### src/hdl/rsep_pkg.sv
package rsep_pkg;

   // one-hot parser phases
   typedef enum logic [10:0] {
      PH_IDLE       = 11'b000_0000_0001,
      PH_INT_FIRST  = 11'b000_0000_0010,
      PH_INT_DIGITS = 11'b000_0000_0100,
      PH_INT_LF     = 11'b000_0000_1000,
      PH_BULK_LEN   = 11'b000_0001_0000,
      PH_BULK_LF    = 11'b000_0010_0000,
      PH_BULK_DATA  = 11'b000_0100_0000,
      PH_BULK_TAIL1 = 11'b000_1000_0000,
      PH_BULK_TAIL2 = 11'b001_0000_0000,
      PH_STR_BODY   = 11'b010_0000_0000,
      PH_STR_LF     = 11'b100_0000_0000
   } phase_type;

   // result kinds
   localparam logic [2:0] KIND_INT    = 3'd0;
   localparam logic [2:0] KIND_SIMPLE = 3'd1;
   localparam logic [2:0] KIND_ERROR  = 3'd2;
   localparam logic [2:0] KIND_BULK   = 3'd3;
   localparam logic [2:0] KIND_BAD    = 3'd4;

   // protocol characters
   localparam logic [7:0] CHAR_COLON  = 8'h3A;
   localparam logic [7:0] CHAR_DOLLAR = 8'h24;
   localparam logic [7:0] CHAR_PLUS   = 8'h2B;
   localparam logic [7:0] CHAR_MINUS  = 8'h2D;
   localparam logic [7:0] CHAR_CR     = 8'h0D;
   localparam logic [7:0] CHAR_ZERO   = 8'h30;

   // parser context that does not depend on the length width
   typedef struct packed {
      phase_type   phase;
      logic [1:0]  elem_kind;
      logic        negative;
      logic [63:0] accumulator;
   } ctx_type;

   typedef struct packed {
      logic [2:0]  kind;
      logic [7:0]  payload_byte;
      logic        byte_valid;
      logic [63:0] int_value;
      logic        last;
   } result_type;

endpackage

### src/hdl/rsep_chan_if.sv
interface rsep_req_if;
   logic       valid;
   logic       ready;
   logic [7:0] in_byte;

   modport source (output valid, output in_byte, input ready);
   modport sink   (input valid, input in_byte, output ready);
endinterface

interface rsep_rsp_if;
   logic        valid;
   logic        ready;
   logic [2:0]  kind;
   logic [7:0]  payload_byte;
   logic        byte_valid;
   logic [63:0] int_value;
   logic        last;

   modport source (output valid, output kind, output payload_byte, output byte_valid,
                   output int_value, output last, input ready);
   modport sink   (input valid, input kind, input payload_byte, input byte_valid,
                   input int_value, input last, output ready);
endinterface

### src/hdl/rsep_step.sv
module rsep_step #(
   parameter int LEN_BITS = 32
) (
   input  rsep_pkg::ctx_type     ctx,
   input  logic [LEN_BITS-1:0]   remaining,
   input  logic [LEN_BITS-1:0]   seen_length,
   input  logic [7:0]            in_byte,
   output rsep_pkg::ctx_type     ctx_next,
   output logic [LEN_BITS-1:0]   remaining_next,
   output logic [LEN_BITS-1:0]   seen_length_next,
   output logic                  emit,
   output rsep_pkg::result_type  result
);

   localparam int LW = LEN_BITS + 4;
   localparam logic [LW-1:0] LenMaxW  = LW'({LEN_BITS{1'b1}});
   localparam logic [LW-1:0] LenDiv10 = LenMaxW / 10;

   // saturating decimal step on the bulk length
   logic [LW-1:0]       len_ext, len_x10, dig_up, dig_dn, len_sum, len_dif;
   logic [LEN_BITS-1:0] len_digit_val;
   logic [63:0]         acc_digit;

   assign len_ext = LW'(seen_length);
   assign len_x10 = (len_ext << 3) + (len_ext << 1);
   assign dig_up  = LW'(in_byte) - LW'(rsep_pkg::CHAR_ZERO);
   assign dig_dn  = LW'(rsep_pkg::CHAR_ZERO) - LW'(in_byte);
   assign len_sum = len_x10 + dig_up;
   assign len_dif = len_x10 - dig_dn;

   always_comb begin
      if (len_ext > LenDiv10) begin
         len_digit_val = {LEN_BITS{1'b1}};
      end else if (in_byte >= rsep_pkg::CHAR_ZERO) begin
         len_digit_val = (len_sum > LenMaxW) ? {LEN_BITS{1'b1}} : len_sum[LEN_BITS-1:0];
      end else begin
         len_digit_val = (len_x10 < dig_dn) ? {LEN_BITS{1'b1}} : len_dif[LEN_BITS-1:0];
      end
   end

   // integer digit, wraps modulo 2^64, digits unchecked
   assign acc_digit = (ctx.accumulator << 3) + (ctx.accumulator << 1)
                      + 64'(in_byte) - 64'(rsep_pkg::CHAR_ZERO);

   always_comb begin
      ctx_next         = ctx;
      remaining_next   = remaining;
      seen_length_next = seen_length;
      emit             = 1'b0;
      result           = '0;
      unique case (ctx.phase)
         rsep_pkg::PH_IDLE: begin
            ctx_next.accumulator = '0;
            ctx_next.negative    = 1'b0;
            seen_length_next     = '0;
            remaining_next       = '0;
            if (in_byte == rsep_pkg::CHAR_COLON) begin
               ctx_next.elem_kind = rsep_pkg::KIND_INT[1:0];
               ctx_next.phase     = rsep_pkg::PH_INT_FIRST;
            end else if (in_byte == rsep_pkg::CHAR_DOLLAR) begin
               ctx_next.elem_kind = rsep_pkg::KIND_BULK[1:0];
               ctx_next.phase     = rsep_pkg::PH_BULK_LEN;
            end else if (in_byte == rsep_pkg::CHAR_PLUS) begin
               ctx_next.elem_kind = rsep_pkg::KIND_SIMPLE[1:0];
               ctx_next.phase     = rsep_pkg::PH_STR_BODY;
            end else if (in_byte == rsep_pkg::CHAR_MINUS) begin
               ctx_next.elem_kind = rsep_pkg::KIND_ERROR[1:0];
               ctx_next.phase     = rsep_pkg::PH_STR_BODY;
            end else begin
               emit        = 1'b1;
               result.kind = rsep_pkg::KIND_BAD;
               result.last = 1'b1;
            end
         end
         rsep_pkg::PH_INT_FIRST: begin
            ctx_next.phase = rsep_pkg::PH_INT_DIGITS;
            if (in_byte == rsep_pkg::CHAR_MINUS) begin
               ctx_next.negative = 1'b1;
            end else if (in_byte == rsep_pkg::CHAR_CR) begin
               ctx_next.phase = rsep_pkg::PH_INT_LF;
            end else begin
               ctx_next.accumulator = acc_digit;
            end
         end
         rsep_pkg::PH_INT_DIGITS: begin
            if (in_byte == rsep_pkg::CHAR_CR) begin
               ctx_next.phase = rsep_pkg::PH_INT_LF;
            end else begin
               ctx_next.accumulator = acc_digit;
            end
         end
         rsep_pkg::PH_INT_LF: begin
            ctx_next.phase   = rsep_pkg::PH_IDLE;
            emit             = 1'b1;
            result.kind      = rsep_pkg::KIND_INT;
            result.int_value = ctx.negative ? (64'd0 - ctx.accumulator) : ctx.accumulator;
            result.last      = 1'b1;
         end
         rsep_pkg::PH_BULK_LEN: begin
            if (in_byte == rsep_pkg::CHAR_CR) begin
               ctx_next.phase = rsep_pkg::PH_BULK_LF;
            end else begin
               seen_length_next = len_digit_val;
            end
         end
         rsep_pkg::PH_BULK_LF: begin
            remaining_next = seen_length;
            ctx_next.phase = (seen_length == '0) ? rsep_pkg::PH_BULK_TAIL1
                                                 : rsep_pkg::PH_BULK_DATA;
         end
         rsep_pkg::PH_BULK_DATA: begin
            remaining_next = remaining - 1'b1;
            if (remaining_next == '0) begin
               ctx_next.phase = rsep_pkg::PH_BULK_TAIL1;
            end
            emit                = 1'b1;
            result.kind         = rsep_pkg::KIND_BULK;
            result.payload_byte = in_byte;
            result.byte_valid   = 1'b1;
         end
         rsep_pkg::PH_BULK_TAIL1: begin
            ctx_next.phase = rsep_pkg::PH_BULK_TAIL2;
         end
         rsep_pkg::PH_BULK_TAIL2: begin
            ctx_next.phase   = rsep_pkg::PH_IDLE;
            emit             = 1'b1;
            result.kind      = rsep_pkg::KIND_BULK;
            result.int_value = 64'(seen_length);
            result.last      = 1'b1;
         end
         rsep_pkg::PH_STR_BODY: begin
            if (in_byte == rsep_pkg::CHAR_CR) begin
               ctx_next.phase = rsep_pkg::PH_STR_LF;
            end else begin
               if (seen_length != {LEN_BITS{1'b1}}) begin
                  seen_length_next = seen_length + 1'b1;
               end
               emit                = 1'b1;
               result.kind         = {1'b0, ctx.elem_kind};
               result.payload_byte = in_byte;
               result.byte_valid   = 1'b1;
            end
         end
         rsep_pkg::PH_STR_LF: begin
            ctx_next.phase   = rsep_pkg::PH_IDLE;
            emit             = 1'b1;
            result.kind      = {1'b0, ctx.elem_kind};
            result.int_value = 64'(seen_length);
            result.last      = 1'b1;
         end
         default: begin
            ctx_next.phase = rsep_pkg::PH_IDLE;
         end
      endcase
   end

endmodule

### src/hdl/resp_element_stream_parser_core.sv
// A byte is accepted into the input reg; its result beat is then registered in the result reg and leaves from there.
// Throughput: 1 byte per cycle, sustained while rsp_bus.ready stays high.
// A byte that yields no result still passes the input reg and updates the parser state.
// Reset (synchronous, active high): parser context back to idle, both pipeline regs empty.
// Length counters and data regs are not reset; idle clears the counters on the next byte.
module resp_element_stream_parser_core #(
   parameter int LEN_BITS = 32
) (
   input logic         clock,
   input logic         reset,
   rsep_req_if.sink    req_bus,
   rsep_rsp_if.source  rsp_bus
);

   // ---- input register ----
   logic       in_valid_ff, in_valid_in;
   logic [7:0] in_byte_ff, in_byte_in;

   // ---- parser state ----
   rsep_pkg::ctx_type   ctx_ff, ctx_in;
   logic [LEN_BITS-1:0] remaining_ff, remaining_in;
   logic [LEN_BITS-1:0] seen_length_ff, seen_length_in;

   // ---- result register ----
   logic                 out_valid_ff, out_valid_in;
   rsep_pkg::result_type out_ff, out_in;

   // step logic outputs
   rsep_pkg::ctx_type    step_ctx;
   logic [LEN_BITS-1:0]  step_remaining, step_seen_length;
   logic                 step_emit;
   rsep_pkg::result_type step_result;

   logic advance;   // the held byte is consumed this cycle
   logic take_rsp;  // result beat handed off this cycle

   rsep_step #(
      .LEN_BITS (LEN_BITS)
   ) u_step (
      .ctx              (ctx_ff),
      .remaining        (remaining_ff),
      .seen_length      (seen_length_ff),
      .in_byte          (in_byte_ff),
      .ctx_next         (step_ctx),
      .remaining_next   (step_remaining),
      .seen_length_next (step_seen_length),
      .emit             (step_emit),
      .result           (step_result)
   );

   assign take_rsp = out_valid_ff && rsp_bus.ready;
   // the result reg can take a new beat if empty or draining this cycle
   assign advance  = in_valid_ff && (!out_valid_ff || rsp_bus.ready);

   // input reg refills whenever it is empty or its byte moves on
   assign req_bus.ready = !in_valid_ff || advance;

   always_comb begin
      in_valid_in    = in_valid_ff;
      in_byte_in     = in_byte_ff;
      ctx_in         = ctx_ff;
      remaining_in   = remaining_ff;
      seen_length_in = seen_length_ff;
      out_valid_in   = out_valid_ff;
      out_in         = out_ff;

      if (take_rsp) begin
         out_valid_in = 1'b0;
      end
      if (advance) begin
         in_valid_in    = 1'b0;
         ctx_in         = step_ctx;
         remaining_in   = step_remaining;
         seen_length_in = step_seen_length;
         out_valid_in   = step_emit;
         if (step_emit) begin
            out_in = step_result;
         end
      end
      if (req_bus.valid && req_bus.ready) begin
         in_valid_in = 1'b1;
         in_byte_in  = req_bus.in_byte;
      end
   end

   always_ff @(posedge clock) begin
      if (reset) begin
         in_valid_ff  <= 1'b0;
         out_valid_ff <= 1'b0;
         ctx_ff       <= '{phase: rsep_pkg::PH_IDLE, elem_kind: 2'b00, negative: 1'b0,
                           accumulator: 64'd0};
      end else begin
         in_valid_ff  <= in_valid_in;
         out_valid_ff <= out_valid_in;
         ctx_ff       <= ctx_in;
      end
   end

   always_ff @(posedge clock) begin
      in_byte_ff     <= in_byte_in;
      remaining_ff   <= remaining_in;
      seen_length_ff <= seen_length_in;
      out_ff         <= out_in;
   end

   assign rsp_bus.valid        = out_valid_ff;
   assign rsp_bus.kind         = out_ff.kind;
   assign rsp_bus.payload_byte = out_ff.payload_byte;
   assign rsp_bus.byte_valid   = out_ff.byte_valid;
   assign rsp_bus.int_value    = out_ff.int_value;
   assign rsp_bus.last         = out_ff.last;

   // ---- assertions ----

   // a payload beat never closes an element
   a_byte_not_last: assert property (@(posedge clock) disable iff (reset)
      rsp_bus.valid |-> !(rsp_bus.byte_valid && rsp_bus.last))
      else $error("payload beat flagged last");

   // every element end returns the parser to idle
   a_last_to_idle: assert property (@(posedge clock) disable iff (reset)
      (advance && step_emit && step_result.last) |=> (ctx_ff.phase == rsep_pkg::PH_IDLE))
      else $error("element end did not return to idle");

   // a blocked byte holds in the input reg
   a_in_hold: assert property (@(posedge clock) disable iff (reset)
      (in_valid_ff && !advance) |=> (in_valid_ff && $stable(in_byte_ff)))
      else $error("held input byte lost");

   // a stalled result beat is not overwritten
   a_out_hold: assert property (@(posedge clock) disable iff (reset)
      (out_valid_ff && !rsp_bus.ready) |=> (out_valid_ff && $stable(out_ff)))
      else $error("stalled result beat changed");

   // result reg and input reg come out of reset empty
   a_reset_empty: assert property (@(posedge clock)
      reset |=> (!out_valid_ff && !in_valid_ff))
      else $error("pipeline not empty after reset");

endmodule
### src/flat_wrapper.sv
// flat-port wrapper written by rule: the top's interface ports become plain ports
module resp_element_stream_parser_core_flat 
#(
   parameter int LEN_BITS = 32
)
  (clock, reset, req_bus_valid, req_bus_in_byte, req_bus_ready, rsp_bus_valid, rsp_bus_kind, rsp_bus_payload_byte, rsp_bus_byte_valid, rsp_bus_int_value, rsp_bus_last, rsp_bus_ready);
  rsep_req_if req_bus_i ();
  rsep_rsp_if rsp_bus_i ();
  input logic clock;
  input logic reset;
  input wire logic [$bits(req_bus_i.valid)-1:0] req_bus_valid;
  input wire logic [$bits(req_bus_i.in_byte)-1:0] req_bus_in_byte;
  output wire logic [$bits(req_bus_i.ready)-1:0] req_bus_ready;
  output wire logic [$bits(rsp_bus_i.valid)-1:0] rsp_bus_valid;
  output wire logic [$bits(rsp_bus_i.kind)-1:0] rsp_bus_kind;
  output wire logic [$bits(rsp_bus_i.payload_byte)-1:0] rsp_bus_payload_byte;
  output wire logic [$bits(rsp_bus_i.byte_valid)-1:0] rsp_bus_byte_valid;
  output wire logic [$bits(rsp_bus_i.int_value)-1:0] rsp_bus_int_value;
  output wire logic [$bits(rsp_bus_i.last)-1:0] rsp_bus_last;
  input wire logic [$bits(rsp_bus_i.ready)-1:0] rsp_bus_ready;
  assign req_bus_i.valid = req_bus_valid;
  assign req_bus_i.in_byte = req_bus_in_byte;
  assign req_bus_ready = req_bus_i.ready;
  assign rsp_bus_valid = rsp_bus_i.valid;
  assign rsp_bus_kind = rsp_bus_i.kind;
  assign rsp_bus_payload_byte = rsp_bus_i.payload_byte;
  assign rsp_bus_byte_valid = rsp_bus_i.byte_valid;
  assign rsp_bus_int_value = rsp_bus_i.int_value;
  assign rsp_bus_last = rsp_bus_i.last;
  assign rsp_bus_i.ready = rsp_bus_ready;
  resp_element_stream_parser_core #(.LEN_BITS(LEN_BITS)) u_core (.clock(clock), .reset(reset), .req_bus(req_bus_i), .rsp_bus(rsp_bus_i));
endmodule
### config.mk
export PLATFORM = sky130hd
export DESIGN_NAME = resp_element_stream_parser_core_flat
export DESIGN_NICKNAME = d
export VERILOG_FILES = /design/src/hdl/rsep_pkg.sv /design/src/hdl/rsep_chan_if.sv /design/src/hdl/rsep_step.sv /design/src/hdl/resp_element_stream_parser_core.sv /design/src/flat_wrapper.sv
export SDC_FILE = /design/constraint.sdc
export NUM_CORES = 1
export LEC_CHECK = 0
export BUFFER_PORTS_ARGS = -buffer_cell sky130_fd_sc_hd__buf_2
export CORE_UTILIZATION = 39
export CTS_CLUSTER_DIAMETER = 120
export DETAILED_ROUTE_END_ITERATION = 10
export RECOVER_POWER = 25
export SETUP_SLACK_MARGIN = 0.05
export SKIP_LAST_GASP = 1
export SYNTH_ARGS = -nofsm -noshare
export SYNTH_HDL_FRONTEND = slang
export SYNTH_SLANG_ARGS = --single-unit
### constraint.sdc
create_clock -name clock -period 8.7 [get_ports clock]
set_input_delay 1.74 -clock clock [delete_from_list [all_inputs] [get_ports clock]]
set_output_delay 1.74 -clock clock [all_outputs]
set_load 0.005 [all_outputs]
==> reports/metrics.cfg, run 1 <==
[critical_path]
worstSetupPathType=reg2reg
cp_max_fo=21
worst_ep_arrival_time_ps=7410
cp_num_buf_inv=2
start_kind=flop
worstPathCellList=ha_1, a211oi_1, o21bai_1, o31ai_1, a21oi_1, a211o_1, a2111oi_0, o21ai_1, a31oi_1, o21bai_1, xor2_1, ha_1, a21o_1, a21o_1, a21oi_1, o21ai_0, a211oi_1, xor2_1, xnor2_1, nand4_1, buf_4, o211ai_1, buf_4, o221ai_1
worst_ep_required_time_ps=9020
worstSetupPathDepth=24
cp_slowest_cell=a2111oi_0
cp-end-kind=flop
cpPeakStageDelay_ps=900
critical-path-top-delay-family=compound AO/OA/AOI/OAI gates
reg2reg_depth=24

[worst_hold_path]
hp-class=reg2reg
whs_path_depth=2

[global_routing]
antenna_found_initial=1
grt-ovfl-total=0
gr-usage-all-layers_pct=25.08
first_global_vias=20450
grt_start_max_net_pins=58
grt_pass1_wl_um=118500

[timing]
min_period_ps=7094
setup_violations=0
worst_pin_slew_ps=2081
drv_slew=152
hold_viol=0
setup_tns_ps=0
fin_crit_sh_pct=81.55
slew_headroom_pct=-38.74
rsz0062_at_grt=no
max_freq_mhz=141.0
skew_ps=12.31

[clock_tree]
clock_latency_ps=600
cts_root_buf=clkbuf_16
ctsResizeCount=0
cts.sinks=229
cts_tree=yes
holdBufCountCts=0
clk_path_buf_depth=3
cts_made_buffers=29
postCtsSetupRepairBufs=0
clkTransAtPathRegs_ps=60
cts.htree.levels=1

[logic_synthesis]
synth.avg_cell_area_um2=8.126
syn_area_um2=23020
synth_nets=3143
synthFlopType=edfxtp_1
ys_ff_latch=229
ys.warnings.count=0
async_flop_share_pct=0
ys_seq_area_share_pct=26.39
netlist_top_cells_count=ha_1, nand2_1, inv_1, nor2_1, a21oi_1
syn_inst=2833
synth_top_area_share_pct=19.44
yosysTopAreaCell=edfxtp_1
yosys-top-cells-area=edfxtp_1, ha_1, xnor2_1
ys_types=88
synth_edf_count=149
yosysMostFrequentCell=ha_1

[die]
die_area_um2=60000
start_util_pct=39.67
io_pins=91
die_w_um=245.0
core_um2=58030
fp.dieH_um=245.0
num_rows=88

[route]
vias=21470
wl_per_cell_um=21.14
ant_nets=0
drt-total-wl_um=76900
drc_errors=0
dr.pass1.iters=6
avgViaCountPerCell=5.900
first_iter_violations=1704

[power_and_ir_drop]
p_sw_share_pct=32.72
p_per_area_nw_per_um2=135.8
p_switching_mw=1.118
p_int_mw=2.298
pwr-share-comb_pct=25.0
power_mw=3.416
p_leak_nw=10.75
power_frac_clock_pct=38.9
ir_worst_vdd_v=0.0001490
power.share.sequential_pct=36.1

[status]
status=finished with violations
violations=max-capacitance violations, max-slew violations

[placed_design]
dpl.hpwl_um=60150
port_buffers=90
placedCellCount=3585
place_congestion=0.9769

[finish]
antenna_cells=0
drive_gt1_share_pct=5.569
final_nets=3161
utilization_pct=43.35
area_growth_pct=9.261
fin_cells=3638

[run]
cap_violations=4

-- area by class of cell --
cell class                      instances  area (um2)
Clock buffer                           36       793.3
Clock inverter                         17       246.5
Fill cell                            5786       32870
Inverter                              242       908.4
Multi-Input combinational cell       2238       15610
Sequential cell                       229        6077
Tap cell                              765       957.2
Timing Repair Buffer                  111       556.8
-- placed cells by master, fill, tap and decap left out, types with 69 or more instances in the layout --
master    netlist  routed
a21o_1         70      70
a21oi_1       202     201
dfxtp_1        80      79
edfxtp_1      149     149
ha_1          290     290
inv_1         242     242
nand2_1       267     267
nand3_1        69      69
nor2_1        212     211
o21ai_0       172     174
xnor2_1       197     197
xor2_1         77      77
-- registers in the layout (all words and copies together), names as in the netlist, 3 cells and up --
register,flops
u_core.rsp_bus.kind,3
u_core.rsp_bus.payload_byte,8
u_core.seen_length_ff,32
u_core.ctx_ff,78
u_core.remaining_ff,32
u_core.in_byte_ff,8
u_core.rsp_bus.int_value,64
-- cells by family (layout without fill, tap and decap cells) --
logic type	Yosys count	in the layout	synth area share, %
flops	229	229	26.39
compound gates	811	811	22.50
fa+ha+maj	298	298	16.46
mux	9	9	0.3913
simple gates	846	846	17.78
buf+inv	366	406	6.049
xor+xnor	274	274	10.42
-- metrics by stage --
stage,instance area [um2],setup slack [ps],hold slack [ps]
3_5_place_dp,24170,1767,437.7
6_report,25150,1606,443.1
3_3_place_gp,24170,1905,435.8
4_1_cts,25210,1669,445.8
5_1_grt,25150,1065,485.7
2_1_floorplan,23020,2971,425.0
-- worst paths after layout --
kind	slack (ps)	start	end
worst min register to register	440	u_core.ctx_ff[42]$_SDFFE_PP0P_	u_core.ctx_ff[42]$_SDFFE_PP0P_
worst max-delay path	1610	u_core.seen_length_ff[0]$_DFFE_PP_	u_core.seen_length_ff[20]$_DFFE_PP_
worst max register to register	1610	u_core.seen_length_ff[0]$_DFFE_PP_	u_core.seen_length_ff[20]$_DFFE_PP_
worst min-delay path	440	u_core.ctx_ff[42]$_SDFFE_PP0P_	u_core.ctx_ff[42]$_SDFFE_PP0P_
-- layer usage --
layer	track usage, %	up-vias	wire length (um)
met5	0	-	0
met4	10.51	0	3490
met3	2.384	153	4489
met2	41.43	716	35290
met1	33.34	10280	33640
li1	-	10310	-
-- worst min-delay path, stage by stage (launching register included) --
cell and delay, ps:
dfxtp_1 310, nand2_1 50, o21ai_1 50
-- power by group through the flow --
stage / clock, mW / combinational (mW) / sequential (mW)
4_1_cts: 1.35 / 0.840 / 1.23
2_1_floorplan: 0 / 0.595 / 1.23
3_5_place_dp: 0 / 0.832 / 1.25
6_report: 1.33 / 0.855 / 1.23
5_1_grt: 1.38 / 0.926 / 1.24
3_3_place_gp: 0 / 0.833 / 1.25
Note: power is estimated with default switching activity, not from simulation.
==> inputs of run 2 (changes only) <==
==> constraint.sdc (replaced) <==
create_clock -name clock -period 6.1 [get_ports clock]
set_input_delay 1.22 -clock clock [delete_from_list [all_inputs] [get_ports clock]]
set_output_delay 1.22 -clock clock [all_outputs]
set_load 0.005 [all_outputs]
==> reports/metrics.cfg, run 2 (synthesized netlist as in run 1, its figures left out) <==
[status]
status=finished with violations
violations=max-capacitance violations, max-slew violations

[finish]
seq_area_um2=6077
multiInputGateArea_um2=15680
fill_cells=5834
largest_reg_flops=78
drive_gt1_share_pct=7.763
top_register=u_core.ctx_ff
final_nets=3225
area_growth_pct=11.29
layout_commonest_cell=ha_1
antenna_cells=0
final_cell_mix=ha_1, nand2_1, inv_1
stdcell_area_um2=25620

[power_and_ir_drop]
ir_worst_vdd_v=0.0001813
power.share.sequential_pct=36.2
pwr-share-comb_pct=27.6
p_sw_share_pct=33.68
p_per_area_nw_per_um2=186.8
p_switching_mw=1.611
p_int_mw=3.173
p_leak_nw=11.02
power_frac_clock_pct=36.2
power_mw=4.785

[die]
die_area_um2=60000
io_pins=91
core_um2=58030
fp.dieH_um=245.0
die_w_um=245.0
num_rows=88
start_util_pct=39.67

[timing]
hold_viol=0
fin_crit_sh_pct=94.79
rsz0062_at_grt=yes
drv_slew=108
worst_pin_slew_ps=1940
slew_headroom_pct=-29.31
setup_violations=0
max_freq_mhz=172.9
min_period_ps=5782
skew_ps=19.42

[worst_hold_path]
whs_path_depth=2
worst_hold_path.endpoint=u_core.ctx_ff[42]$_SDFFE_PP0P_
hp-class=reg2reg
hold_start=u_core.ctx_ff[42]$_SDFFE_PP0P_

[global_routing]
grt_start_max_net_pins=66
grt-ovfl-total=0
antenna_found_initial=0
grt_pass1_wl_um=118900
first_global_vias=20600
gr-usage-all-layers_pct=25.19

[clock_tree]
holdBufCountCts=0
cts_made_buffers=29
clk_path_buf_depth=3
clock_latency_ps=570
cts.htree.levels=1
cts_tree=yes
cts_root_buf=clkbuf_16
clkTransAtPathRegs_ps=60
cts.sinks=229

[critical_path]
rr_startpoint=u_core.seen_length_ff[2]$_DFFE_PP_
reg2reg_depth=25
r2r_end=u_core.seen_length_ff[10]$_DFFE_PP_
worstSetupPathType=reg2reg
worst_ep_arrival_time_ps=6080
r2r_setup_slack_ps=320
worst_ep_required_time_ps=6400
cp-end-kind=flop
cp_max_fo=11
start_kind=flop

[route]
ant_nets=0
first_iter_violations=1935
drt-total-wl_um=77890
dr.pass1.iters=5
drc_errors=0
avgViaCountPerCell=5.843
vias=21630
wl_per_cell_um=21.04

[placed_design]
place_congestion=0.9446
port_buffers=90
postPlaceCellArea_um2=24670
dpl.hpwl_um=61560

[run]
cap_violations=3

[run 2: metrics by stage]
step           setup TNS, ps  util (%)  hold slack [ps]  std cells  setup WS, ps
2_1_floorplan              0         -            425.0       2833         371.1
3_3_place_gp               0     42.51            435.6       3648         163.4
3_5_place_dp               0     42.51            437.3       3648         33.12
4_1_cts                    0     44.15            444.6       3701         98.49
5_1_grt               -4.682     44.15            487.9       3702        -4.682
6_report                   0     44.15            446.2       3702         317.8
[run 2: worst max-delay path by stage]
| stage | from | to | slack [ps] | cells past startpoint |
|---|---|---|---|---|
| global route | u_core.seen_length_ff[1]$_DFFE_PP_ | u_core.seen_length_ff[10]$_DFFE_PP_ | -5 | 25 |
| CTS | u_core.seen_length_ff[2]$_DFFE_PP_ | u_core.seen_length_ff[10]$_DFFE_PP_ | 100 | 25 |
| detailed placement | u_core.seen_length_ff[2]$_DFFE_PP_ | u_core.seen_length_ff[10]$_DFFE_PP_ | 30 | 25 |
| finish | u_core.seen_length_ff[2]$_DFFE_PP_ | u_core.seen_length_ff[10]$_DFFE_PP_ | 320 | 25 |
| floorplan | u_core.seen_length_ff[1]$_DFFE_PP_ | u_core.seen_length_ff[16]$_DFFE_PP_ | 370 | 24 |
| global placement | u_core.seen_length_ff[1]$_DFFE_PP_ | u_core.seen_length_ff[10]$_DFFE_PP_ | 160 | 25 |
[run 2: cell type report]
class	count	share of cell area, %
clock buffers	36	2.974
clock inverters	17	0.7179
inverters	242	3.545
multi-input cells	2238	61.21
flip-flops and latches	229	23.72
well taps	765	3.736
repair buffers	175	4.102
[run 2: layer usage]
metal	vias up	global-route usage (%)	wire, um
met2	732	43.20	36770
met3	157	1.618	3847
met5	-	0	0
li1	10450	-	-
met4	0	9.688	3151
met1	10290	32.99	34120
[run 2: repair_timing]
action / in CTS / in global routing
pin swaps: 0 / 7
cloned: 0 / 0
setup buffers: 0 / 1
setup endpoints to repair: 1 / 32
gates resized for setup: 2 / 16
[run 2: critical path: stages (launching register included)]
cell and delay, ps:
edfxtp_1 430, ha_1 370, o21ai_0 210, o21bai_1 140
o31ai_2 310, a21oi_1 120, a211o_1 320, a2111oi_2 310
buf_4 190, o21ai_1 120, a31oi_1 210, o21bai_1 90
xor2_1 240, ha_1 300, a21o_1 200, a21o_1 180
a21oi_1 150, o21ai_1 100, a211oi_2 200, xor2_1 190
xnor2_1 130, nand4_1 150, buf_4 200, buf_12 140
a2111oi_2 380, o22ai_1 120
[run 2: power groups by stage]
stage          Sequential, mW  Combinational, mW  Clock [mW]
2_1_floorplan            1.76              0.849           0
3_3_place_gp             1.76               1.29           0
3_5_place_dp             1.76               1.28           0
4_1_cts                  1.73               1.29        1.76
5_1_grt                  1.74               1.42        1.82
6_report                 1.73               1.32        1.73
==> inputs of run 3 (changes only) <==
--- a/config.mk
+++ b/config.mk
@@ -6,9 +6,12 @@
 export NUM_CORES = 1
 export LEC_CHECK = 0
 export BUFFER_PORTS_ARGS = -buffer_cell sky130_fd_sc_hd__buf_2
-export CORE_UTILIZATION = 39
+export CELL_PAD_IN_SITES_DETAIL_PLACEMENT = 1
+export CELL_PAD_IN_SITES_GLOBAL_PLACEMENT = 2
+export CORE_UTILIZATION = 35
 export CTS_CLUSTER_DIAMETER = 120
 export DETAILED_ROUTE_END_ITERATION = 10
+export PLACE_DENSITY_LB_ADDON = 0.1
 export RECOVER_POWER = 25
 export SETUP_SLACK_MARGIN = 0.05
 export SKIP_LAST_GASP = 1
==> reports/metrics.cfg, run 3 (synthesized netlist as in run 1, its figures left out) <==
[clock_tree]
cts_tree=yes
cts.sinks=229
clock_latency_ps=620
cts_root_buf=clkbuf_16
holdBufCountCts=0
cts.htree.levels=1
clkTransAtPathRegs_ps=60
clk_path_buf_depth=3
cts_made_buffers=30

[finish]
stdcell_area_um2=25880
area_growth_pct=12.43
utilization_pct=40.01
final_cell_mix=ha_1, nand2_1, inv_1
largest_reg_flops=78
layout_commonest_cell=ha_1
final_nets=3230
top_register=u_core.ctx_ff
drive_gt1_share_pct=8.220

[global_routing]
gr-usage-all-layers_pct=25.79
grt_start_max_net_pins=65
antenna_found_initial=0
grt-ovfl-total=0
grt_pass1_wl_um=134900
first_global_vias=22180

[timing]
slew_headroom_pct=-82.06
drv_slew=126
min_period_ps=5835
setup_violations=0
rsz0062_at_grt=no
hold_viol=0
holdWs_ps=456.3
worst_pin_slew_ps=2731
skew_ps=30.02
max_freq_mhz=171.4
fin_crit_sh_pct=95.65
setup_ws_ps=265.4

[worst_hold_path]
whs_path_depth=2
hold_start=u_core.ctx_ff[42]$_SDFFE_PP0P_
hp-class=reg2reg
worst_hold_path.endpoint=u_core.ctx_ff[42]$_SDFFE_PP0P_

[route]
first_iter_violations=1242
wl_per_cell_um=22.99
drt-total-wl_um=87390
vias=21510
avgViaCountPerCell=5.660
ant_nets=0
dr.pass1.iters=5
drc_errors=0

[power_and_ir_drop]
power_mw=4.928
p_per_area_nw_per_um2=190.4
p_leak_nw=11.10
ir_worst_vdd_v=0.0001891

[die]
fp.dieH_um=258.5
io_pins=91
num_rows=93
core_um2=64700
die_w_um=258.5
die_area_um2=66800
start_util_pct=35.58

[critical_path]
cp_slowest_cell=edfxtp_1
worst_ep_arrival_time_ps=6160
critical-path-top-delay-family=compound AO/OA/AOI/OAI gates
cp_max_fo=7
worstSetupPathType=reg2reg
reg2reg_depth=25
worst_ep_required_time_ps=6430
cp_num_buf_inv=7
critPathMostFrequentCell=buf_4
cp-end-kind=flop
cpPeakStageDelay_ps=440
r2r_setup_slack_ps=270
start_kind=flop
rr_startpoint=u_core.seen_length_ff[3]$_DFFE_PP_
r2r_end=u_core.seen_length_ff[12]$_DFFE_PP_

[run]
cap_violations=3

[status]
violations=max-capacitance violations, max-slew violations
status=finished with violations

[placed_design]
place_congestion=0.9450
dpl.hpwl_um=69460
port_buffers=90
postPlaceCellArea_um2=24720
pre_cts_ws_ps=-93.14

run 3: cell types whose count changed in the layout (fill, tap and decap cells not counted), sizes merged:
cell and delta:
inv -6, buf +8, diode +2, clkinv +3, clkbuf +2
run 3: cell type report:
type | instances | area [um2]
Multi-Input combinational cell | 2238 | 15720
Inverter | 242 | 908.4
Sequential cell | 229 | 6077
Tap cell | 855 | 1070
Clock buffer | 42 | 863.3
Clock inverter | 14 | 156.4
Timing Repair Buffer | 179 | 1081
Fill cell | 7895 | 38810
Antenna cell | 2 | 5.005
run 3: layer usage:
layer / up-vias / routed length (um) / global-route usage [%]
met3: 93 / 2053 / 1.643
met5: - / 0 / 0
met1: 10690 / 42260 / 35.76
li1: 10450 / - / -
met2: 287 / 40970 / 43.48
met4: 0 / 2114 / 6.328
run 3: worst max path at each step:
stage,slack (ps),cells after the start,start,end
3_3_place_gp,100,24,u_core.seen_length_ff[3]$_DFFE_PP_,u_core.seen_length_ff[10]$_DFFE_PP_
4_1_cts,90,24,u_core.seen_length_ff[2]$_DFFE_PP_,u_core.seen_length_ff[10]$_DFFE_PP_
3_5_place_dp,-90,24,u_core.seen_length_ff[2]$_DFFE_PP_,u_core.seen_length_ff[10]$_DFFE_PP_
2_1_floorplan,370,24,u_core.seen_length_ff[1]$_DFFE_PP_,u_core.seen_length_ff[16]$_DFFE_PP_
5_1_grt,30,27,u_core.seen_length_ff[3]$_DFFE_PP_,u_core.seen_length_ff[1]$_DFFE_PP_
6_report,270,25,u_core.seen_length_ff[3]$_DFFE_PP_,u_core.seen_length_ff[12]$_DFFE_PP_
run 3: worst register-to-register path: cells and delay by family (launching register included):
| family | cells | cell delay, ps |
|---|---|---|
| xor gates and xnor gates | 1 | 130 |
| adders and majority gates | 2 | 610 |
| and+or+nand+nor | 2 | 190 |
| AOI/OAI and AO/OA | 13 | 3010 |
| buffers and inverters | 7 | 1210 |
| DFF | 1 | 440 |
run 3: what timing repair did:
item	in CTS	in global routing
buffers inserted	0	10
endpoints found under the hold margin	0	0
gates resized for setup	4	20
setup endpoints to repair	23	32
pin swaps	0	9
gates cloned	0	0
run 3: per-stage QoR:
step	TNS, ps	instances
floorplan	0	2833
finish	0	3801
global placement	0	3733
detailed placement	-95.24	3733
CTS	0	3789
global route	0	3799
run 3: power by group:
part           internal, mW  leakage [nW]  total [mW]  switching, mW
sequential             1.69          2.09        1.74         0.0431
combinational         0.493          8.50        1.34          0.847
clock                  1.08         0.502        1.85          0.775
total                  3.26          11.1        4.93           1.67
